File: config.mk
export PLATFORM = sky130hd
export DESIGN_NAME = mp3_out_fifo
export DESIGN_NICKNAME = d
export VERILOG_FILES = /design/src/hw/rtl/mp3_pkg.sv /design/src/hw/rtl/mp3_out_fifo.sv
export VERILOG_INCLUDE_DIRS = /design/src /design/src/hw/rtl
export SDC_FILE = /design/constraint.sdc
export NUM_CORES = 1
export LEC_CHECK = 0
export BUFFER_PORTS_ARGS = -buffer_cell sky130_fd_sc_hd__clkbuf_2
export CAP_MARGIN = 20
export CORE_MARGIN = 1
export CORE_UTILIZATION = 38
export CTS_BUF_LIST = sky130_fd_sc_hd__clkbuf_16
export CTS_CLUSTER_SIZE = 24
export DETAILED_ROUTE_END_ITERATION = 10
export REMOVE_ABC_BUFFERS = 1
export SETUP_SLACK_MARGIN = 0.1
export SLEW_MARGIN = 15
export SYNTH_ARGS = -nofsm -noshare
export SYNTH_HDL_FRONTEND = slang
export SYNTH_SLANG_ARGS = --single-unit
export TNS_END_PERCENT = 30
File: constraint.sdc
create_clock -name clk_i -period 4.71 [get_ports clk_i]
set_input_delay 0.2355 -clock clk_i [delete_from_list [all_inputs] [get_ports clk_i]]
set_output_delay 0.2355 -clock clk_i [all_outputs]
set_load 0.05 [all_outputs]
File: src/hw/rtl/maxpool_3x3_stream_defines.svh
// Assertion macros shared by the max pooling RTL files.
`ifndef MAXPOOL_3X3_STREAM_DEFINES_SVH
`define MAXPOOL_3X3_STREAM_DEFINES_SVH

// Property checked at every clock edge outside reset.
`define MP3_ASSERT(lbl, clk, rstn, prop) \
  lbl: assert property (@(posedge clk) disable iff (!rstn) prop) \
    else $error("maxpool_3x3_stream: check failed");

// Property checked at every clock edge, reset included.
`define MP3_ASSERT_ALWAYS(lbl, clk, prop) \
  lbl: assert property (@(posedge clk) prop) \
    else $error("maxpool_3x3_stream: check failed");

`endif

File: src/hw/rtl/mp3_pkg.sv
// Package: shared types, register codes and the binary32 maximum.
`default_nettype none
package mp3_pkg;

  localparam logic [31:0] CANON_NAN = 32'h7fc00000;

  // Register indexes on the configuration port
  localparam logic [2:0] REG_IN_COLS  = 3'd0;
  localparam logic [2:0] REG_IN_ROWS  = 3'd1;
  localparam logic [2:0] REG_OUT_COLS = 3'd2;
  localparam logic [2:0] REG_OUT_ROWS = 3'd3;
  localparam logic [2:0] REG_CHANNELS = 3'd4;
  localparam logic [2:0] REG_STRIDE   = 3'd5;

  // One result transaction
  typedef struct packed {
    logic [31:0] max_bits;
    logic        row_end;
    logic        channel_end;
  } mp3_result_t;

  function automatic logic is_nan(input logic [31:0] b);
    return b[30:0] > 31'h7f800000;
  endfunction

  // Maps binary32 onto an unsigned key with the same order (-0 below +0)
  function automatic logic [31:0] order_key(input logic [31:0] b);
    return b[31] ? ~b : (b | 32'h80000000);
  endfunction

  // maximumNumber: NaN loses to a number, two NaNs give the canonical NaN
  function automatic logic [31:0] fmax_bits(input logic [31:0] a, input logic [31:0] b);
    logic [31:0] r;
    if (is_nan(a)) r = is_nan(b) ? CANON_NAN : b;
    else if (is_nan(b)) r = a;
    else r = (order_key(a) >= order_key(b)) ? a : b;
    return r;
  endfunction

endpackage
`default_nettype wire

File: src/hw/rtl/mp3_out_fifo.sv
// Three-entry result queue between the compute stage and the output channel.
`default_nettype none
`include "maxpool_3x3_stream_defines.svh"
module mp3_out_fifo (
  input  wire logic               clk_i,
  input  wire logic               rst_ni,
  input  wire logic               push_i,
  input  wire mp3_pkg::mp3_result_t push_data_i,
  output logic [1:0]              count_o,
  output logic                    valid_o,
  input  wire logic               ready_i,
  output mp3_pkg::mp3_result_t    data_o
);
  import mp3_pkg::*;

  localparam logic [1:0] DEPTH = 2'd3;

  mp3_result_t entry_q [3];
  logic [1:0]  rd_ptr_q, rd_ptr_d;
  logic [1:0]  wr_ptr_q, wr_ptr_d;
  logic [1:0]  count_q, count_d;
  logic        pop;

  assign pop     = valid_o && ready_i;
  assign valid_o = (count_q != 2'd0);
  assign count_o = count_q;
  assign data_o  = entry_q[rd_ptr_q];

  // Pointer and fill update
  always_comb begin
    rd_ptr_d = rd_ptr_q;
    wr_ptr_d = wr_ptr_q;
    count_d  = count_q;
    if (pop) begin
      rd_ptr_d = (rd_ptr_q == DEPTH - 2'd1) ? 2'd0 : rd_ptr_q + 2'd1;
    end
    if (push_i) begin
      wr_ptr_d = (wr_ptr_q == DEPTH - 2'd1) ? 2'd0 : wr_ptr_q + 2'd1;
    end
    if (push_i && !pop) begin
      count_d = count_q + 2'd1;
    end else if (pop && !push_i) begin
      count_d = count_q - 2'd1;
    end
  end

  always_ff @(posedge clk_i or negedge rst_ni) begin
    if (!rst_ni) begin
      rd_ptr_q <= 2'd0;
      wr_ptr_q <= 2'd0;
      count_q  <= 2'd0;
    end else begin
      rd_ptr_q <= rd_ptr_d;
      wr_ptr_q <= wr_ptr_d;
      count_q  <= count_d;
    end
  end

  // Payload storage
  always_ff @(posedge clk_i) begin
    if (push_i) begin
      entry_q[wr_ptr_q] <= push_data_i;
    end
  end

  `MP3_ASSERT(a_no_overflow, clk_i, rst_ni, (push_i && !pop) |-> (count_q < DEPTH))
  `MP3_ASSERT(a_count_range, clk_i, rst_ni, count_q <= DEPTH)
  `MP3_ASSERT(a_count_track, clk_i, rst_ni,
              (pop && !push_i) |=> (count_q == $past(count_q) - 2'd1))

endmodule
`default_nettype wire

Yosys cells after proc, flatten, opt, wreduce, memory -nomap -nowiden:

Memory sizes are Yosys's and may differ from the RTL's.
Cells that the tools add are included.

* shift-type cells: 0
* bitwise gates (word level): 0
* add/subtract/negate cells: 4
* div/mod/pow operators: 0
* equal/unequal tests: 2
* multiply operators: 0
* multiplexer cells: 6
* order comparisons: 0
* reductions and logical operators: 7

Operators by type and width (number)
* 2-bit two-way mux: 4
* 2-bit by 1-bit adder with 2-bit output (second input constant): 3
* 2-bit == test (second input constant): 2
* 2-bit nonzero test: 2
* 1-bit logical AND: 3
* 1-bit zero test: 2
* 1-bit two-way mux: 2
* 2-bit by 1-bit subtractor with 2-bit output (second input constant): 1

* register bits after elaboration: 6
* bits in read-only memories: 0
* output and inout bits: 37
* latch bits: 0
* bits in writable memories: 102
* input bits: 38
* memories kept: 1

Memories
* entry_q: depth 3, bits a word 34, rd ports 1, clocked after memory_dff 0, write ports 1, line mp3_out_fifo.sv:18 `mp3_result_t entry_q [3];`

Logic depth before layout (Yosys ltp):

Gate-level depths: netlist of run 1.

* word-level depth: 5
* depth in mapped cells: 5
* gate-level depth less buffers: 5

Worst setup path before layout of run 1:

Ideal clock, no wire load.

* kind: reg-to-reg
* start: register wr_ptr_q[0]
* end: memory entry_q[2][0] in the netlist's numbering (enable)
* data required time: 4.235 ns
* arrival time: 2.944 ns
* setup slack: 1.291 ns
* buffers on the path: 0
* cell stages (with the launch flop): 2
* path through: dfrtp_1 > nor3b_1

RTL lines
* start: declaration: line mp3_out_fifo.sv:20 `logic [1:0] wr_ptr_q, wr_ptr_d;`
* start signal: assignment: line mp3_out_fifo.sv:54 `wr_ptr_q <= wr_ptr_d;`
* end: declaration: line mp3_out_fifo.sv:18

No word-level cell before the write port.

==> metrics, run 1 <==
status finished, final reports clean; kind of launch point of the worst setup path register; IO Port Bufs 74; Setup-failing EPs final 0; area added between synthesis and finish 21.3%; clock period minus final worst setup slack roughly 2.2 ns; Required @ worst endpoint around 4.5 ns; internal power around 0.0021 W; DRC marker count from the first detailed-route iteration around 100; actual transition at the worst max-transition pin about 0.80 ns; total routing usage reported by global routing between 10% and 20%; post-synthesis cell count around 240; power density of the placed cells 732 nW/um^2; library cell with the largest summed area after synthesis sky130_fd_sc_hd__edfxtp_1; initial antenna violation count 0; endpoint type of the worst setup path output pin; launch instance of the worst register-to-register path wr_ptr_q[1]; HPWL after detailed placement ~4.3 mm; number of hold-repair buffers added at the cts stage 1; setup slack, reg-to-reg approximately 2.7 ns; leading post-synthesis cells by instance count sky130_fd_sc_hd__edfxtp_1 (102), sky130_fd_sc_hd__nand2_1 (36), sky130_fd_sc_hd__mux2i_1 (34); Fillers slightly above 900; total grt overflow 0; final hold violations 0; vias per inst roughly 4.8; hold depth 1; top post-synthesis cells by area sky130_fd_sc_hd__edfxtp_1 (75%), sky130_fd_sc_hd__mux2i_1 (8.3%), sky130_fd_sc_hd__dfrtp_1 (3.7%), sky130_fd_sc_hd__o21ai_1 (3.4%), sky130_fd_sc_hd__nand2_1 (3.3%); setup repair after global routing missed its margin no; most used standard cell by instance count after synthesis sky130_fd_sc_hd__edfxtp_1; worst r2r path cells 2; class of the most critical setup path register to output pin; prevailing post-synth register cell sky130_fd_sc_hd__edfxtp_1; effective utilization at floorplan 39.4%; via count of the first global-routing pass roughly 2100; setup tns final 0 ns; total iterations of the first detailed-routing run 4; Syn Area/Cell about 17 um^2; Async S/R FF share, synth under 10%; worst hold path endpoint entry_q[2][17]; Final Net Count 360; CP Launch Point rd_ptr_q[0]; sequential share of power between 30% and 40%; Placed Cells 442; drc violations 0; Worst Path Max Fanout 20; buffers inserted during post-CTS setup optimization 0; die outline width 106 um; Num CTS Buffers 9; area share of the leading cell type in the synthesized netlist between 70 and 80%; CTS Sinks 108; final routed wire length divided by cell count ~15 um; clock transition at the register clock pins on the worst setup and hold paths after CTS about 0.06 ns; max_cap viols 0; hold slack roughly 0.10 ns; Final ANT Viol Nets 0; CTS H-Tree Depth 3; total area of sequential cells between 3000 and 4000 um^2; Max IR drop VDD 0.289 mV; non-filler cells, final 462; Die Footprint approximately 11000 um^2; footprint of the multi-input gates slightly below 800 um^2; share of post-route cells with drive strength above 1 30.1%; number of gates given a new drive strength after cts 0; Die Y-Extent around 110 um; min-delay worst type input port to register; source-to-sink clock delay at the later pin of the worst-skew pair 0.34 ns; total number of vias ~2200; final critical-path share of the clock period 47.0%; pin count of the biggest net entering global routing 40; post-synthesis sequential element count 108; f_max between 400 and 500 MHz; routability-driven placement congestion ratio between 0.6 and 0.7; post-synthesis instance area 4080 um^2; number of max-slew violations in the final report 0; Post-synth EDFFs between 100 and 150; row count 37; end of the worst register-to-register path entry_q[0][7]; Max clock buf depth 2; ports placed on the boundary between 70 and 80; arrival time of the worst setup path 1.98 ns; startpoint of the lowest-slack hold path push_data_i[17]; number of diodes 0; net switching power figure approximately 0.0016 W; Net Sw Frac about 43%; Distinct cells, synth 22; total routed wirelength 7.06 mm; relative max-transition margin between 40% and 50%; fraction of the yosys area taken by sequential cells between 70% and 80%; CORE AREA around 10000 um^2; Fin Clk Skew approximately 0.0049 ns; CTS Root Buffer Type sky130_fd_sc_hd__clkbuf_16; first-pass GRT wire length about 11 mm; clock tree from TritonCTS yes; leakage component of the power 1.86 nW; Comb power frac about two fifths; warnings from Yosys 0; proportion of power drawn by the clock network 21.0%
==> cell usage in the layout, fill, tap and decap left out, types with 2 or more instances in the layout <==
cell type,netlist,final
sky130_fd_sc_hd__clkbuf_2,1,74
sky130_fd_sc_hd__nand2_1,36,36
sky130_fd_sc_hd__inv_1,1,5
sky130_fd_sc_hd__dfrtp_2,0,2
sky130_fd_sc_hd__dfrtp_1,6,4
sky130_fd_sc_hd__o21ai_0,7,7
sky130_fd_sc_hd__a21o_1,3,3
sky130_fd_sc_hd__o21ai_1,28,28
sky130_fd_sc_hd__mux2i_1,34,34
sky130_fd_sc_hd__xor2_1,2,2
sky130_fd_sc_hd__buf_4,0,2
sky130_fd_sc_hd__clkbuf_16,0,9
sky130_fd_sc_hd__bufinv_16,0,2
sky130_fd_sc_hd__edfxtp_1,102,102
sky130_fd_sc_hd__buf_16,0,2
==> critical path: stages (launching register included) <==
cell and delay, ns:
sky130_fd_sc_hd__dfrtp_2 0.78, sky130_fd_sc_hd__buf_16 0.26, sky130_fd_sc_hd__mux2i_1 0.08, sky130_fd_sc_hd__o21ai_0 0.20, sky130_fd_sc_hd__clkbuf_2 0.32
==> stage by stage <==
stage | setup WS (ns) | utilization [%] | total power [W] | instance area (um^2)
2_1_floorplan | 1.29 | - | 0.00249 | 3980
5_1_grt | 2.40 | 47.7 | 0.00378 | 4950
6_report | 2.50 | 47.7 | 0.00362 | 4950
3_3_place_gp | 2.53 | 43.9 | 0.00284 | 4550
3_5_place_dp | 2.48 | 44.1 | 0.00287 | 4570
4_1_cts | 2.21 | 47.1 | 0.00362 | 4880
==> routing by layer <==
metal  GRT usage, %  part of all wire [%]
met2           21.8                    48
met4           6.55                   1.9
met5              0                     0
met3           3.09                   3.9
met1           16.8                    46
==> kinds of logic after synthesis <==
kind of cell / count (synthesis) / synth area share [%]
AND/OR/NAND/NOR: 43 / 4.23
flip-flops: 108 / 78.7
AO/OA/AOI/OAI: 39 / 5.06
XOR/XNOR: 3 / 0.644
adder cells (fa/ha/maj): 1 / 0.307
multiplexers: 34 / 8.34
buffers and inverters: 13 / 2.70
==> flip-flops by register name, summed over array words and instances (netlist names) <==
signal / cells
rd_ptr_q: 2
entry_q: 102
wr_ptr_q: 2
count_o: 2
==> worst max path at each step <==
stage,end,slack [ns],depth (start not counted)
4_1_cts,data_o[1],2.21,3
3_5_place_dp,entry_q[2][31],2.48,4
6_report,data_o[32],2.50,4
3_3_place_gp,entry_q[2][17],2.53,4
2_1_floorplan,entry_q[2][0],1.29,1
5_1_grt,data_o[0],2.40,4
==> power by group through the flow <==
stage / clock network, W / logic (W) / registers (W)
4_1_cts: 0.000771 / 0.00144 / 0.00141
6_report: 0.000760 / 0.00149 / 0.00137
3_5_place_dp: 0 / 0.00144 / 0.00143
5_1_grt: 0.000805 / 0.00158 / 0.00140
3_3_place_gp: 0 / 0.00137 / 0.00147
2_1_floorplan: 0 / 0.00104 / 0.00145
==> layout make-up <==
cell class | count | area share [%]
sequential | 108 | 64.9
multi-input combinational | 120 | 15.7
timing repair buffer | 81 | 9.73
clock buffer | 9 | 4.55
tap | 136 | 3.44
clock inverter | 7 | 1.59
inverter | 1 | 0.0758
Note: power is estimated with default switching activity, not from simulation.
==> run 2: changes to the inputs <==
==> constraint.sdc (replaced) <==
create_clock -name clk_i -period 2.2 [get_ports clk_i]
set_input_delay 0.11 -clock clk_i [delete_from_list [all_inputs] [get_ports clk_i]]
set_output_delay 0.11 -clock clk_i [all_outputs]
set_load 0.05 [all_outputs]
==> run 2 against run 1 <==
  * Utilization grew 3.2 points
  * Flip-flop and latch count is the same
  * Wire length grew 0.50%
  * Clock skew shrank 0.0015 ns
  * Combinational power grew 120%
  * Worst hold slack gained 0.0012 ns
  * First-iteration DRC count shrank 32%
  * Sequential share of layout area shrank 4.1 points
  * Die area is the same
  * Critical path depth is the same
  * Global-route usage grew 0.50 points
  * Largest cell class unchanged
  * Largest power group unchanged
==> metrics, run 2 (synthesis gave the netlist of run 1 again) <==
number of hold-repair buffers added at the cts stage 35 (+34); Fin Clk Skew 0.00346 ns (-0.00147 ns); die outline width 106 um (unchanged); buffers inserted during post-CTS setup optimization 0 (unchanged); HPWL after detailed placement 4.36 mm (+1.9%); final critical-path share of the clock period roughly 90%; CORE AREA 10400 um^2 (unchanged); slowest stage cell, crit path sky130_fd_sc_hd__dfrtp_2; via count of the first global-routing pass 2242 (+6.9%); total area of sequential cells 3220 um^2 (unchanged); most common cell after layout, fill and taps aside sky130_fd_sc_hd__edfxtp_1; CTS Root Buffer Type sky130_fd_sc_hd__clkbuf_16; CTS H-Tree Depth 3 (unchanged); number of max-slew violations in the final report 0 (unchanged); final routed wire length divided by cell count 14.2 um (-6.8%); initial antenna violation count 0 (unchanged); clock tree from TritonCTS yes; total iterations of the first detailed-routing run 4 (unchanged); post-route standard cell area excluding fillers 5280 um^2 (+6.7%); Die Footprint 11200 um^2 (unchanged); total routing usage reported by global routing 13.9% (+0.50 points); source-to-sink clock delay at the later pin of the worst-skew pair 0.35 ns (about the same); Placement Cell Area 4630 um^2 (+1.4%); share of post-route cells with drive strength above 1 29.0% (-1.1 points); Fillers 892 (-3.0%); f_max 517 MHz; routability-driven placement congestion ratio 0.668 (+2.1%); setup repair after global routing missed its margin no; max_cap viols 0 (unchanged); Placed Cells 447 (+1.1%); DRC marker count from the first detailed-route iteration 70 (-32%); non-filler cells, final 498 (+7.8%); Max IR drop VDD 0.648 mV (+120%); setup tns final 0 ns (unchanged); clock period minus final worst setup slack a little under 2 ns; area added between synthesis and finish 29.4%; setup slack, reg-to-reg 0.78 ns (-1.96 ns); first-pass GRT wire length 11.3 mm (+5.0%); max FFs per register 102 (unchanged); drc violations 0 (unchanged); Required @ worst endpoint 2.09 ns (-2.38 ns); vias per inst 4.52 (-4.9%); total grt overflow 0 (unchanged); Final Net Count 396 (+10%); total routed wirelength 7.09 mm (+0.50%); hold depth 3 (+2); ports placed on the boundary 75 (unchanged); kind of launch point of the worst setup path register; endpoint type of the worst setup path output pin; final hold violations 0 (unchanged); worst hold path endpoint rd_ptr_q[1]; status finished, final reports clean; clock transition at the register clock pins on the worst setup and hold paths after CTS 0.07 ns (about the same); startpoint of the lowest-slack hold path ready_i; class of the most critical setup path register to output pin; list of cells traversed by the critical path buf_12 > nand2_1 > o21ai_1 > clkbuf_2; effective utilization at floorplan 39.4% (unchanged); Setup-failing EPs final 0 (unchanged); highest-count cells in the layout ignoring fill and taps sky130_fd_sc_hd__edfxtp_1 (102), sky130_fd_sc_hd__clkbuf_2 (74), sky130_fd_sc_hd__nand2_1 (36); IO Port Bufs 74 (unchanged); relative max-transition margin 64.1% (+18 points); Num CTS Buffers 9 (unchanged); CTS Sinks 108 (unchanged); largest register by flop count entry_q; end of the worst register-to-register path entry_q[0][15]; pin count of the biggest net entering global routing 40 (unchanged); number of diodes 0 (unchanged); power density of the placed cells 1460 nW/um^2 (+100%); launch instance of the worst register-to-register path wr_ptr_q[1]; Final ANT Viol Nets 0 (unchanged); Max clock buf depth 2 (unchanged); footprint of the multi-input gates 776 um^2 (unchanged); Worst Path Max Fanout 39 (+95%); hold slack 0.102 ns (+0.00121 ns); arrival time of the worst setup path 1.83 ns (-0.15 ns); total number of vias 2250 (+2.5%); leakage component of the power 1.99 nW (+6.9%); min-delay worst type input port to register; worst stage delay on the critical path 0.71 ns (-0.07 ns); number of gates given a new drive strength after cts 0 (unchanged); worst r2r path cells 2 (unchanged); row count 37 (unchanged); actual transition at the worst max-transition pin 0.539 ns (-0.262 ns); Die Y-Extent 106 um (unchanged)
==> run 2: cell types whose count changed in the layout (fill, tap and decap cells not counted), sizes merged <==
| cell | delta |
|---|---|
| buf | +2 |
| bufinv | -1 |
| clkinv | +1 |
| clkinvlp | +1 |
| dlygate4sd3 | +34 |
| inv | -1 |
==> run 2: metrics by stage <==
step	power (W)	setup WS (ns)	utilization [%]
after global routing	0.00811	0.111	50.9
after CTS	0.00784	0.239	50.9
final	0.00774	0.264	50.9
after detailed placement	0.00618	0.613	44.7
after floorplan	0.00532	-1.22	-
after global placement	0.00617	0.619	44.7
==> run 2: cell type report <==
type                       instances  share of cell area (%)
sequential                       108                    60.9
inverter                           1                  0.0711
timing repair buffer             117                    15.5
multi-input combinational        120                    14.7
clock inverter                     7                    1.40
clock buffer                       9                    4.26
tap                              136                    3.22
==> run 2: worst max path at each step <==
stage | start | endpoint | slack [ns] | cells after the start
final | rd_ptr_q[1] | data_o[6] | 0.26 | 4
after global routing | rd_ptr_q[1] | data_o[6] | 0.11 | 4
after CTS | rd_ptr_q[0] | data_o[3] | 0.24 | 4
after detailed placement | rd_ptr_q[0] | data_o[3] | 0.61 | 4
after global placement | rd_ptr_q[0] | data_o[12] | 0.62 | 4
after floorplan | wr_ptr_q[0] | entry_q[2][0] | -1.22 | 1
==> run 2: routing by layer <==
layer / vias up / part of all wire (%) / global-route usage, %
li1: 1135 / - / -
met1: 1058 / 45 / 17.1
met2: 45 / 50 / 23.0
met3: 12 / 2.7 / 2.35
met4: 0 / 2.6 / 8.33
met5: - / 0 / 0
==> run 2: critical path, delay by kind of cell (launching register included) <==
kind                   cells  cell delay [ns]
AND/OR/NAND/NOR            1             0.07
buffers and inverters      2             0.57
flip-flops                 1             0.71
AO/OA/AOI/OAI              1             0.11
==> run 2: power breakdown <==
group,internal [W],leakage (nW),total (W),switching [W]
Clock,0.000890,0.147,0.00161,0.000716
Combinational,0.000847,0.834,0.00324,0.00240
Sequential,0.00265,1.01,0.00289,0.000239
